File: config.mk
export PLATFORM = sky130hd
export DESIGN_NAME = first_fit_heap_allocator_unit
export DESIGN_NICKNAME = d
export VERILOG_FILES = /design/src/rtl/ffha_pkg.sv /design/src/rtl/first_fit_heap_allocator_unit.sv
export VERILOG_INCLUDE_DIRS = /design/src /design/src/rtl
export SDC_FILE = /design/constraint.sdc
export NUM_CORES = 2
export LEC_CHECK = 0
export BUFFER_PORTS_ARGS = -buffer_cell sky130_fd_sc_hd__buf_4
export CELL_PAD_IN_SITES_DETAIL_PLACEMENT = 2
export CELL_PAD_IN_SITES_GLOBAL_PLACEMENT = 2
export CORE_MARGIN = 3
export CORE_UTILIZATION = 32
export DETAILED_ROUTE_END_ITERATION = 16
export PLACE_DENSITY_LB_ADDON = 0.12
export SLEW_MARGIN = 0
export SYNTH_ARGS = -nofsm -noshare
export SYNTH_HDL_FRONTEND = slang
export SYNTH_SLANG_ARGS = --single-unit
File: constraint.sdc
create_clock -name clk -period 8.4 [get_ports clk]
set_clock_uncertainty 0.1 [all_clocks]
set_input_delay 0 -clock clk [delete_from_list [all_inputs] [get_ports clk]]
set_output_delay 0 -clock clk [all_outputs]
set_load 0.01 [all_outputs]
File: src/rtl/first_fit_heap_allocator_unit_assert.svh
// Assertion macros used by the heap allocator RTL.
`ifndef FIRST_FIT_HEAP_ALLOCATOR_UNIT_ASSERT_SVH
`define FIRST_FIT_HEAP_ALLOCATOR_UNIT_ASSERT_SVH
`ifndef SYNTHESIS
`define FFHA_ASSERT_IMP(label, clk, rst_n, ante, cons) \
  label: assert property (@(posedge clk) disable iff (!rst_n) (ante) |-> (cons)) \
    else $error("assertion failed");
`define FFHA_ASSERT_NXT(label, clk, rst_n, ante, cons) \
  label: assert property (@(posedge clk) disable iff (!rst_n) (ante) |=> (cons)) \
    else $error("assertion failed");
`else
`define FFHA_ASSERT_IMP(label, clk, rst_n, ante, cons)
`define FFHA_ASSERT_NXT(label, clk, rst_n, ante, cons)
`endif
`endif

File: src/rtl/ffha_pkg.sv
// Package with types, codes and constants of the heap allocator.
`timescale 1ns / 1ps
`default_nettype none
package ffha_pkg;
  localparam int unsigned HEAP_BYTES_DEF   = 65536;
  localparam int unsigned BLOCK_BYTES_DEF  = 64;
  localparam int unsigned HEADER_BYTES_DEF = 32;
  localparam int unsigned MAX_SEGMENTS_DEF = 64;

  localparam int unsigned SZW = 17;   // byte offsets and sizes up to 65536
  localparam int unsigned ADW = 16;   // usable address width

  typedef enum logic [1:0] {
    FUNC_ALLOC = 2'd0,
    FUNC_FREE  = 2'd1,
    FUNC_CHECK = 2'd2,
    FUNC_NONE  = 2'd3
  } func_t;

  // One segment table entry.
  typedef struct packed {
    logic [SZW-1:0] start;
    logic [SZW-1:0] size;
    logic           used;
    logic [3:0]     tag;
  } seg_t;
endpackage
`default_nettype wire

File: src/rtl/first_fit_heap_allocator_unit.sv
// Top level of the first-fit heap allocator with its segment sequencer.
// The segment table is a memory of MAX_SEGMENTS entries kept in address order,
// with one registered read port and one write port. A fill count bounds it, and
// entry 0 is written with the whole heap while reset is held, so no clearing
// pass is needed. A transaction that needs no table access (unused selector,
// zero-size allocate, free of the null address) goes straight from acceptance
// to the done state. Any other transaction searches the table one entry at a
// time, up to the first hit. An allocation that splits then moves every entry
// above the hit up one place, and a free that merges moves the entries above
// it down one or two places, with one read and one write per moved entry. The
// searched and moved entries together never exceed the fill count. in_tready
// is high only while the sequencer is idle and the result register is empty
// or being taken. Requests are rounded up by shifting, so BLOCK_BYTES must be
// a power of two.
`timescale 1ns / 1ps
`default_nettype none
`include "first_fit_heap_allocator_unit_assert.svh"
module first_fit_heap_allocator_unit
  import ffha_pkg::*;
#(
  parameter int unsigned HEAP_BYTES   = HEAP_BYTES_DEF,
  parameter int unsigned BLOCK_BYTES  = BLOCK_BYTES_DEF,
  parameter int unsigned HEADER_BYTES = HEADER_BYTES_DEF,
  parameter int unsigned MAX_SEGMENTS = MAX_SEGMENTS_DEF
) (
  input  wire logic        clk,
  input  wire logic        rst_n,
  input  wire logic        in_tvalid,
  output logic             in_tready,
  // func[1:0], request_bytes[18:2], address[34:19], purpose[38:35], zeros
  input  wire logic [39:0] in_tdata,
  output logic             out_tvalid,
  input  wire logic        out_tready,
  // result_address[15:0], status[16], purpose_match[17], zeros
  output logic [23:0]      out_tdata
);
  localparam int unsigned IW  = $clog2(MAX_SEGMENTS);
  localparam int unsigned CW  = $clog2(MAX_SEGMENTS + 1);
  localparam int unsigned BSH = $clog2(BLOCK_BYTES);
  localparam int unsigned NW  = SZW + 1;   // rounded request, up to 131072
  localparam int unsigned AW  = SZW + 2;   // shared unit, top bit is the borrow

  typedef enum logic [3:0] {
    S_IDLE, S_RD, S_CHK, S_UP_RD, S_UP_WR, S_SPLIT_WR, S_WR_HIT,
    S_NXT_RD, S_NXT, S_PRV_RD, S_PRV, S_MERGE, S_DN_RD, S_DN_WR, S_DONE
  } state_t;

  state_t          state_r;
  seg_t            mem [MAX_SEGMENTS];
  seg_t            rd_q;
  logic [IW-1:0]   rd_addr;
  logic            wr_en;
  logic [IW-1:0]   wr_addr;
  seg_t            wr_data;

  logic [CW-1:0]   count_r;
  logic [CW-1:0]   idx_r;      // walking index
  logic [CW-1:0]   hit_r;      // entry written back at the end
  seg_t            cur_r;      // new contents of that entry
  logic [CW-1:0]   drop_r;     // first entry removed by a merge
  logic [1:0]      dcnt_r;     // number of entries removed by a merge
  logic            nxt_m_r;
  logic            prv_m_r;
  func_t           func_r;
  logic [NW-1:0]   need_r;
  logic [ADW-1:0]  addr_r;
  logic [3:0]      tag_r;
  logic [SZW-1:0]  acc_r;      // leftover size of a split
  logic [ADW-1:0]  res_addr_r;
  logic            status_r;
  logic            match_r;
  logic            out_valid_r;

  // Shared add/subtract unit.
  logic [AW-1:0]   alu_a, alu_b, alu_sum;
  logic [ADW-1:0]  usable;
  logic            srch_hit;
  assign alu_sum = alu_a + alu_b;
  assign usable  = ADW'(rd_q.start + SZW'(HEADER_BYTES));
  assign srch_hit = (func_r == FUNC_ALLOC) ? (!rd_q.used && !alu_sum[AW-1])
                                           : (rd_q.used && usable == addr_r);

  // Decode of the offered transaction.
  func_t           in_func;
  logic            null_free;
  logic            trivial;
  assign in_func   = func_t'(in_tdata[1:0]);
  assign null_free = (in_func == FUNC_FREE) && (in_tdata[34:19] == '0);
  assign trivial   = (in_func == FUNC_NONE) || null_free ||
                     ((in_func == FUNC_ALLOC) && (in_tdata[18:2] == '0));

  logic            busy;
  assign busy       = (state_r != S_IDLE);
  assign in_tready  = !busy && (!out_valid_r || out_tready);
  assign out_tvalid = out_valid_r;
  assign out_tdata  = {6'd0, match_r, status_r, res_addr_r};

  // Segment table memory with registered read.
  always_ff @(posedge clk) begin
    if (wr_en) begin
      mem[wr_addr] <= wr_data;
    end
    rd_q <= mem[rd_addr];
  end

  // Memory ports and operand selection of the shared unit.
  always_comb begin
    alu_a   = AW'(rd_q.size);
    alu_b   = ~AW'(need_r) + AW'(1);
    rd_addr = idx_r[IW-1:0];
    wr_en   = 1'b0;
    wr_addr = idx_r[IW-1:0];
    wr_data = rd_q;
    if (!rst_n) begin
      wr_en   = 1'b1;
      wr_addr = '0;
      wr_data = {SZW'(0), SZW'(HEAP_BYTES), 1'b0, 4'd0};
    end else begin
      unique case (state_r)
        S_UP_WR: begin
          wr_en   = 1'b1;
          wr_addr = IW'(idx_r + CW'(1));
        end
        S_SPLIT_WR: begin
          wr_en   = 1'b1;
          alu_a   = AW'(cur_r.start);
          alu_b   = AW'(need_r);
          wr_addr = IW'(hit_r + CW'(1));
          wr_data = {SZW'(alu_sum), acc_r, 1'b0, 4'd0};
        end
        S_WR_HIT: begin
          wr_en   = 1'b1;
          wr_addr = IW'(hit_r);
          wr_data = cur_r;
        end
        S_NXT, S_PRV: begin
          alu_a = AW'(cur_r.size);
          alu_b = AW'(rd_q.size);
        end
        S_DN_RD: begin
          rd_addr = IW'(idx_r + CW'(dcnt_r));
        end
        S_DN_WR: begin
          wr_en = 1'b1;
        end
        default: ;
      endcase
    end
  end

  // Result register handshake.
  always_ff @(posedge clk) begin
    if (!rst_n) begin
      out_valid_r <= 1'b0;
    end else if (state_r == S_DONE && (!out_valid_r || out_tready)) begin
      out_valid_r <= 1'b1;
    end else if (out_tready) begin
      out_valid_r <= 1'b0;
    end
  end

  // Sequencer.
  always_ff @(posedge clk) begin
    if (!rst_n) begin
      state_r <= S_IDLE;
      count_r <= CW'(1);
      idx_r   <= '0;
    end else begin
      unique case (state_r)
        S_IDLE: begin
          if (in_tvalid && in_tready) begin
            func_r     <= in_func;
            need_r     <= ((NW'(in_tdata[18:2]) + NW'(BLOCK_BYTES - 1)) >> BSH) << BSH;
            addr_r     <= in_tdata[34:19];
            tag_r      <= in_tdata[38:35];
            res_addr_r <= '0;
            status_r   <= !null_free;
            match_r    <= 1'b0;
            idx_r      <= '0;
            nxt_m_r    <= 1'b0;
            prv_m_r    <= 1'b0;
            dcnt_r     <= '0;
            state_r    <= trivial ? S_DONE : S_RD;
          end
        end
        S_RD: state_r <= S_CHK;
        // Search one entry per pass.
        S_CHK: begin
          if (srch_hit) begin
            hit_r    <= idx_r;
            status_r <= 1'b0;
            if (func_r == FUNC_ALLOC) begin
              res_addr_r <= usable;
              cur_r      <= {rd_q.start, rd_q.size, 1'b1, tag_r};
              acc_r      <= SZW'(alu_sum);
              if (alu_sum > AW'(HEADER_BYTES) && count_r < CW'(MAX_SEGMENTS)) begin
                if (idx_r + CW'(1) == count_r) begin
                  state_r <= S_SPLIT_WR;
                end else begin
                  idx_r   <= count_r - CW'(1);
                  state_r <= S_UP_RD;
                end
              end else begin
                state_r <= S_WR_HIT;
              end
            end else if (func_r == FUNC_CHECK) begin
              match_r <= (rd_q.tag == tag_r);
              state_r <= S_DONE;
            end else begin
              cur_r <= {rd_q.start, rd_q.size, 1'b0, 4'd0};
              if (idx_r + CW'(1) < count_r) begin
                idx_r   <= idx_r + CW'(1);
                state_r <= S_NXT_RD;
              end else if (idx_r != '0) begin
                idx_r   <= idx_r - CW'(1);
                state_r <= S_PRV_RD;
              end else begin
                state_r <= S_MERGE;
              end
            end
          end else if (idx_r + CW'(1) >= count_r) begin
            state_r <= S_DONE;
          end else begin
            idx_r   <= idx_r + CW'(1);
            state_r <= S_RD;
          end
        end
        // Move the entries above the hit up by one, from the top down.
        S_UP_RD: state_r <= S_UP_WR;
        S_UP_WR: begin
          if (idx_r == hit_r + CW'(1)) begin
            state_r <= S_SPLIT_WR;
          end else begin
            idx_r   <= idx_r - CW'(1);
            state_r <= S_UP_RD;
          end
        end
        // The leftover becomes a free entry just above the granted one.
        S_SPLIT_WR: begin
          count_r    <= count_r + CW'(1);
          cur_r.size <= SZW'(need_r);
          state_r    <= S_WR_HIT;
        end
        S_WR_HIT: begin
          if (dcnt_r == '0) begin
            state_r <= S_DONE;
          end else if (drop_r + CW'(dcnt_r) >= count_r) begin
            count_r <= count_r - CW'(dcnt_r);
            state_r <= S_DONE;
          end else begin
            idx_r   <= drop_r;
            state_r <= S_DN_RD;
          end
        end
        // Free: look at the next and the previous neighbour.
        S_NXT_RD: state_r <= S_NXT;
        S_NXT: begin
          if (!rd_q.used) begin
            cur_r.size <= SZW'(alu_sum);
            nxt_m_r    <= 1'b1;
          end
          if (hit_r != '0) begin
            idx_r   <= hit_r - CW'(1);
            state_r <= S_PRV_RD;
          end else begin
            state_r <= S_MERGE;
          end
        end
        S_PRV_RD: state_r <= S_PRV;
        S_PRV: begin
          if (!rd_q.used) begin
            cur_r.start <= rd_q.start;
            cur_r.size  <= SZW'(alu_sum);
            prv_m_r     <= 1'b1;
          end
          state_r <= S_MERGE;
        end
        // Choose the entry that holds the merged segment and the ones removed.
        S_MERGE: begin
          if (prv_m_r) begin
            hit_r  <= hit_r - CW'(1);
            drop_r <= hit_r;
          end else begin
            drop_r <= hit_r + CW'(1);
          end
          dcnt_r  <= {1'b0, prv_m_r} + {1'b0, nxt_m_r};
          state_r <= S_WR_HIT;
        end
        // Move the entries above the removed ones down.
        S_DN_RD: state_r <= S_DN_WR;
        S_DN_WR: begin
          if (idx_r + CW'(1) + CW'(dcnt_r) >= count_r) begin
            count_r <= count_r - CW'(dcnt_r);
            state_r <= S_DONE;
          end else begin
            idx_r   <= idx_r + CW'(1);
            state_r <= S_DN_RD;
          end
        end
        S_DONE: begin
          if (!out_valid_r || out_tready) begin
            state_r <= S_IDLE;
          end
        end
        default: state_r <= S_IDLE;
      endcase
    end
  end

  `FFHA_ASSERT_IMP(a_count_range, clk, rst_n, 1'b1, count_r >= CW'(1) && count_r <= CW'(MAX_SEGMENTS))
  `FFHA_ASSERT_IMP(a_no_take_busy, clk, rst_n, busy, !in_tready)
  `FFHA_ASSERT_NXT(a_accept_busy, clk, rst_n, in_tvalid && in_tready, busy)
  `FFHA_ASSERT_NXT(a_out_hold, clk, rst_n, out_tvalid && !out_tready, out_tvalid && $stable(out_tdata))
endmodule
`default_nettype wire

Yosys cells after proc, flatten, opt, wreduce, memory -nomap -nowiden
Memory sizes are Yosys's and may differ from the RTL's. A register that Yosys moved wholly into a read port is not among the register bits. Cells that the tools add are included.

Reductions and logical operators: 54. Multiplexer cells: 81. $lt $le $gt $ge: 6. Bitwise gates (word level): 1. Equality and inequality tests: 44. $add $sub $neg: 15.

Operators with widths (number): $mux W39 (4); $mux W7 (20); $pmux W39 S2 (1); $pmux W17 S2 (2); $pmux W17 S4 (1); $pmux W4 S14 (1); $mux W16 (3); $pmux W7 S6 (1); $pmux W19 S2 (1); $mux W4 (9); $mux W17 (2); $mux W34 (1); $ne A2 B2 Y1 const B (16); $pmux W16 S2 (1); $eq A4 B4 Y1 const B (7); $reduce_and A4 Y1 (7); $add A7 B1 Y7 const B (3); $ge A7 B7 Y1 (3); $pmux W7 S3 (1); $sub A7 B1 Y7 const B (3); $add A19 B1 Y19 const B (1); $add A19 B19 Y19 (1); $gt A19 B6 Y1 const B (1); $mux W19 (1); other kinds (48) (110).

Memory bits (writable): 2496. Flip-flop bits (word level): 145. Input port bits: 44. Memories kept: 1.

Memory list: mem (words 64, width 39, read ports 1, clocked after Yosys merged registers in 1, write ports 1, RTL line first_fit_heap_allocator_unit.sv:49) `seg_t mem [MAX_SEGMENTS];`.

Depth between registers and ports, before layout
Word-level depth: 11. Gate-level depth with buffers: 20. Gate-level depth less buffers: 17.

Worst setup path after synthesis
OpenSTA, ideal clock, no wires.

Path type: register to register. From: reg state_r[3]. To: mem mem[0][37] (netlist bit) (data pin). Library setup time: 500 ps. Clock period less this slack: 5459 ps. Arrival: 4860 ps. Required time: 7800 ps. Stages on the path, launching flop included: 16. Path buffers: 3. Path slack: 2941 ps. Cell sequence: dfxtp_1 buf_2 and4bb_2 clkbuf_1 clkbuf_1 a22oi_1 o21ai_0 ha_1 a211oi_4 o2111ai_1 a221oi_2 nor2_1 nor2_1 xnor2_1 a222oi_1 nor2_1.

RTL lines: start, declared (RTL line first_fit_heap_allocator_unit.sv:48) `state_t state_r;`; start signal, assigned (RTL line first_fit_heap_allocator_unit.sv:183) `state_r <= trivial ? S_DONE : S_RD;`; end, declared (RTL line first_fit_heap_allocator_unit.sv:49).

Worst setup path in the final report
From: reg state_r[0]. To: reg cur_r[1] (netlist bit) (enable).

Word-level cells in the longest chain between the ends: 9.

RTL lines: $eq A4 B4 Y1 (RTL line first_fit_heap_allocator_unit.sv:119) `unique case (state_r)`; $reduce_or A2 Y1 (RTL line first_fit_heap_allocator_unit.sv:119); $pmux W17 S2 / $pmux W19 S2 (equally long branches) (RTL line first_fit_heap_allocator_unit.sv:119); $mux W17 / $mux W19 (equally long branches) (RTL line first_fit_heap_allocator_unit.sv:114) `if (!rst_n) begin`; $add A19 B19 Y19 (RTL line first_fit_heap_allocator_unit.sv:78) `assign alu_sum = alu_a + alu_b;`; $logic_not A1 Y1 (RTL line first_fit_heap_allocator_unit.sv:80) `assign srch_hit = (func_r == FUNC_ALLOC) ? (!rd_q.used && !alu_sum[AW-1])`; $logic_and A1 B1 Y1 (RTL line first_fit_heap_allocator_unit.sv:80); $mux W1 (RTL line first_fit_heap_allocator_unit.sv:80); $reduce_and A4 Y1 (no source line) (*); end signal, assigned (RTL line first_fit_heap_allocator_unit.sv:194) `cur_r <= {rd_q.start, rd_q.size, 1'b1, tag_r};`; end signal, assigned (RTL line first_fit_heap_allocator_unit.sv:210) `cur_r <= {rd_q.start, rd_q.size, 1'b0, 4'd0};`; end, declared (RTL line first_fit_heap_allocator_unit.sv:59) `seg_t cur_r;`.

Mark *: on every way between the ends. The rest lies on a longest branch, timed or not. A chain may end at the register's enable or synchronous reset.

==> results.rst <==
.. list-table::
   :header-rows: 1

   * - Metric
     - Value
   * - Sum of met3 wire segment lengths after detailed routing
     - approximately 15000 µm
   * - Number of clock buffers inserted by TritonCTS
     - 315
   * - Status
     - completed
   * - Max capacitance violation total
     - 0
   * - Crit path capture type
     - flip-flop
   * - Post-synth top area share
     - 0.703
   * - Die W
     - 598 µm
   * - Clock tree from TritonCTS
     - built
   * - Number of synthesized flops with an enable pin
     - 2622
   * - Largest delay share family, worst path
     - simple AND/OR/NAND/NOR gates
   * - Clock latency reported for the late side of the worst-skew pair
     - 0.91 ns
   * - Highest net fanout along the worst path
     - 36
   * - First-pass GRT wire length
     - 583000 µm
   * - Number of clock sinks
     - 2680
   * - Cell row count
     - around 220
   * - Initial DRT Pass Iterations
     - 6
   * - Share of final-layout standard cells stronger than drive strength 1
     - 0.103
   * - Worst Hold Margin
     - 0.118 ns
   * - Post-Syn Area
     - 112000 µm²
   * - Least-Margin Pin Slew
     - roughly 1.4 ns
   * - I/O pin cnt
     - 70
   * - Sequential element share of the synthesized area
     - 0.713
   * - Final setup violation count
     - 0
   * - Drt total wl
     - just over 400000 µm
   * - Static leakage
     - 44.3 nW
   * - Total routing resource utilization after global routing
     - 0.221
   * - RePlAce Congestion
     - 0.811
   * - Final Power
     - 48.2 mW
   * - GRT overflow
     - 0
   * - Routed via count divided by cell count
     - about 5.5
   * - Post-route clock period utilization
     - 0.758
   * - Count of final max-slew check failures
     - 0
   * - Syn avg cell area
     - 12.5 µm²
   * - FF+latch count, synth
     - around 2700
   * - Count of antenna-violating nets left after detailed routing
     - 0
   * - Worst-path clk slew
     - 0.06 ns
   * - Setup total negative slack
     - 0 ns
   * - Violation count after the first detailed-route iteration
     - around 5700
   * - Syn. warnings
     - 0
   * - Cell count along the critical path
     - 14
   * - Detailed placer's ending HPWL
     - 231000 µm
   * - Area leader, netlist
     - sky130_fd_sc_hd__edfxtp_1
   * - Per-cell routed wire length
     - about 29 µm
   * - Sum of routed wire segments on met1
     - between 150000 and 200000 µm
   * - Maximum number of pins on one net before global-route repair
     - around 140
   * - Number of buffers between clock root and the deepest sink
     - 4
   * - Synth Instances
     - approximately 9000
   * - Cell Chain, Critical Path
     - inv_1 > or3_1 > or3_1 > nand4_1 > o21ai_0 > ha_1 > a21oi_1 > o21ai_0 > a21o_1 > nor4b_2 > nor3_2 > o31ai_4 > nand3_1 > nor2_1
   * - Power per unit of standard cell area
     - between 300 and 400 nW/µm²
   * - Origin of the worst setup path
     - state_r[0]$_SDFFE_PN0P_
   * - Starting density of the core
     - 0.323
   * - Height of the die
     - 598 µm
   * - Worst reg2reg path endpoint
     - cur_r[1]$_DFFE_PP_
   * - Number of global-route vias before repair
     - 81999
   * - Highest signal layer in the routed design
     - met5
   * - Synth top area cells
     - sky130_fd_sc_hd__edfxtp_1, sky130_fd_sc_hd__nand2_1, sky130_fd_sc_hd__nand3_1
   * - Total Die Area
     - 357000 µm²
   * - Overall via count from detail_route
     - 75947
   * - Highest attainable clock frequency
     - 157 MHz
   * - Most frequently used flop master after synthesis
     - sky130_fd_sc_hd__edfxtp_1
   * - Final critical delay including setup and external delays
     - 6.37 ns
   * - Total setup buffers inserted after CTS
     - 0
   * - Arr. time, crit path
     - 6.79 ns
   * - H-tree levels
     - 5
   * - Clock Root Buffer
     - sky130_fd_sc_hd__clkbuf_16
   * - Layout overhead on the synthesized area
     - 15.8%
   * - Worst hold path type
     - in2reg
   * - Port buffer count
     - 62
   * - Rel. slew slack
     - 0.0447
   * - Antenna violations before repair
     - 38
   * - Count of buffer and inverter cells on the critical path
     - 1
   * - Area of the placeable core
     - 347000 µm²
   * - Nature of the critical path startpoint
     - flip-flop
   * - CP Capture Point
     - cur_r[1]$_DFFE_PP_
   * - FF-to-FF setup slack
     - 2.03 ns
   * - Peak VDD IR
     - 0.221 mV
   * - Final routed DRC violation total
     - 0
   * - Final hold violations
     - 0
   * - Length of routed met2 wiring
     - about 200000 µm
   * - Slowest stage delay, CP
     - 0.88 ns
   * - Slowest stage cell, crit path
     - sky130_fd_sc_hd__dfxtp_2
   * - Proportion of register bits with asynchronous set or reset after synthesis
     - 0
   * - Beginning of the worst register-to-register path
     - state_r[0]$_SDFFE_PN0P_
   * - Worst endpoint required time
     - 8.82 ns
   * - Cell depth of the worst flop-to-flop path
     - 14
   * - Kind of critical path
     - reg2reg
   * - Unique cell type count in the Yosys netlist
     - just over 100
   * - Number of nets in the layout
     - 9157
   * - RSZ-0062 raised after global routing
     - no
power by group:
group,internal (mW),switching [mW],total [mW]
clock,7.91,5.67,13.6
combinational,4.53,12.9,17.4
sequential,16.7,0.538,17.2
layout by cell type, fill, tap and decap left out, types with 101 or more instances in the layout:
| master | n |
|---|---|
| sky130_fd_sc_hd__nand2_1 | 2606 |
| sky130_fd_sc_hd__and3_1 | 209 |
| sky130_fd_sc_hd__nor2_1 | 159 |
| sky130_fd_sc_hd__o21ai_0 | 111 |
| sky130_fd_sc_hd__buf_4 | 266 |
| sky130_fd_sc_hd__clkbuf_16 | 320 |
| sky130_fd_sc_hd__a31oi_1 | 167 |
| sky130_fd_sc_hd__a311oi_1 | 319 |
| sky130_fd_sc_hd__edfxtp_1 | 2622 |
| sky130_fd_sc_hd__nor2_4 | 101 |
| sky130_fd_sc_hd__nand3_1 | 1176 |
cells in the mapped netlist, types with 39 or more instances:
| cell type | instances |
|---|---|
| sky130_fd_sc_hd__clkbuf_1 | 401 |
| sky130_fd_sc_hd__inv_1 | 51 |
| sky130_fd_sc_hd__buf_2 | 149 |
| sky130_fd_sc_hd__mux2i_1 | 43 |
| sky130_fd_sc_hd__nand3_1 | 1176 |
| sky130_fd_sc_hd__and3_1 | 210 |
| sky130_fd_sc_hd__dfxtp_1 | 58 |
| sky130_fd_sc_hd__a31oi_1 | 167 |
| sky130_fd_sc_hd__mux4_2 | 45 |
| sky130_fd_sc_hd__ha_1 | 58 |
| sky130_fd_sc_hd__edfxtp_1 | 2622 |
| sky130_fd_sc_hd__nor2_1 | 262 |
| sky130_fd_sc_hd__xnor2_1 | 66 |
| sky130_fd_sc_hd__a22oi_1 | 39 |
| sky130_fd_sc_hd__buf_1 | 50 |
| sky130_fd_sc_hd__a21oi_1 | 81 |
| sky130_fd_sc_hd__a311oi_1 | 319 |
| sky130_fd_sc_hd__nand2_1 | 2607 |
| sky130_fd_sc_hd__o21ai_0 | 112 |
| sky130_fd_sc_hd__xor2_1 | 45 |
kinds of logic after synthesis:
| family | share of synthesized area |
|---|---|
| compound gates | 0.0604 |
| xor+xnor | 0.00917 |
| fa+ha+maj | 0.00737 |
| buf+inv | 0.0258 |
| flops | 0.713 |
| mux | 0.0133 |
| other cells | 0.0000335 |
| simple gates | 0.171 |
metrics by stage:
| step | utilization | instances | area (µm²) | setup WS (ns) |
|---|---|---|---|---|
| final | 0.374 | 13888 | 130000 | 2.03 |
| after global routing | 0.374 | 13877 | 130000 | 1.71 |
| after CTS | 0.374 | 13876 | 130000 | 2.08 |
| after detailed placement | 0.342 | 13226 | 119000 | 2.12 |
| after global placement | 0.342 | 13226 | 119000 | 2.21 |
| after floorplan | - | 8972 | 112000 | 2.94 |
flip-flops by register name (all words and copies together), names as in the netlist, 12 cells and up:
| register | flops |
|---|---|
| need_r | 12 |
| res_addr_r | 16 |
| acc_r | 17 |
| rd_q | 39 |
| cur_r | 39 |
| mem | 2496 |
| addr_r | 16 |
metal layers:
layer / GRT usage / up-vias
li1: - / 33240
met1: 0.305 / 40818
met2: 0.373 / 1405
met3: 0.0262 / 482
met4: 0.0498 / 2
met5: 0 / -
repair_timing:
item / in CTS / in global routing
hold buffers: 85 / 0
gates resized for setup: 0 / 0
endpoints found under the hold margin: 179 / 0
worst register-to-register path: cells and delay by family, from the launching register on:
family | cells | cell delay, ns
AOI/OAI and AO/OA | 5 | 1.59
adders and majority gates | 1 | 0.46
buffers and inverters | 1 | 0.36
DFF | 1 | 0.88
and+or+nand+nor | 7 | 2.59
layout make-up:
class	instances	area, µm²
sequential	2680	79900
fill	35096	217000
clock inverter	166	1620
antenna	12	30.0
inverter	51	193
multi-input combinational	5608	30200
clock buffer	399	8420
tap	4578	5730
timing repair buffer	394	3710
worst min path at each step:
stage,startpoint,endpoint,slack [ns],cells past startpoint
final,in_tdata[34],status_r$_SDFFCE_PP0P_,0.12,5
after global routing,in_tdata[31],status_r$_SDFFCE_PP0P_,0.12,5
after CTS,in_tdata[15],need_r[16]$_DFFE_PP_,0.04,5
after detailed placement,in_tdata[20],addr_r[1]$_DFFE_PP_,0.09,1
after global placement,in_tdata[32],addr_r[13]$_DFFE_PP_,0.09,1
after floorplan,in_tdata[19],addr_r[0]$_DFFE_PP_,-0.001,0
No activity file was read; power rests on OpenSTA's default activity.
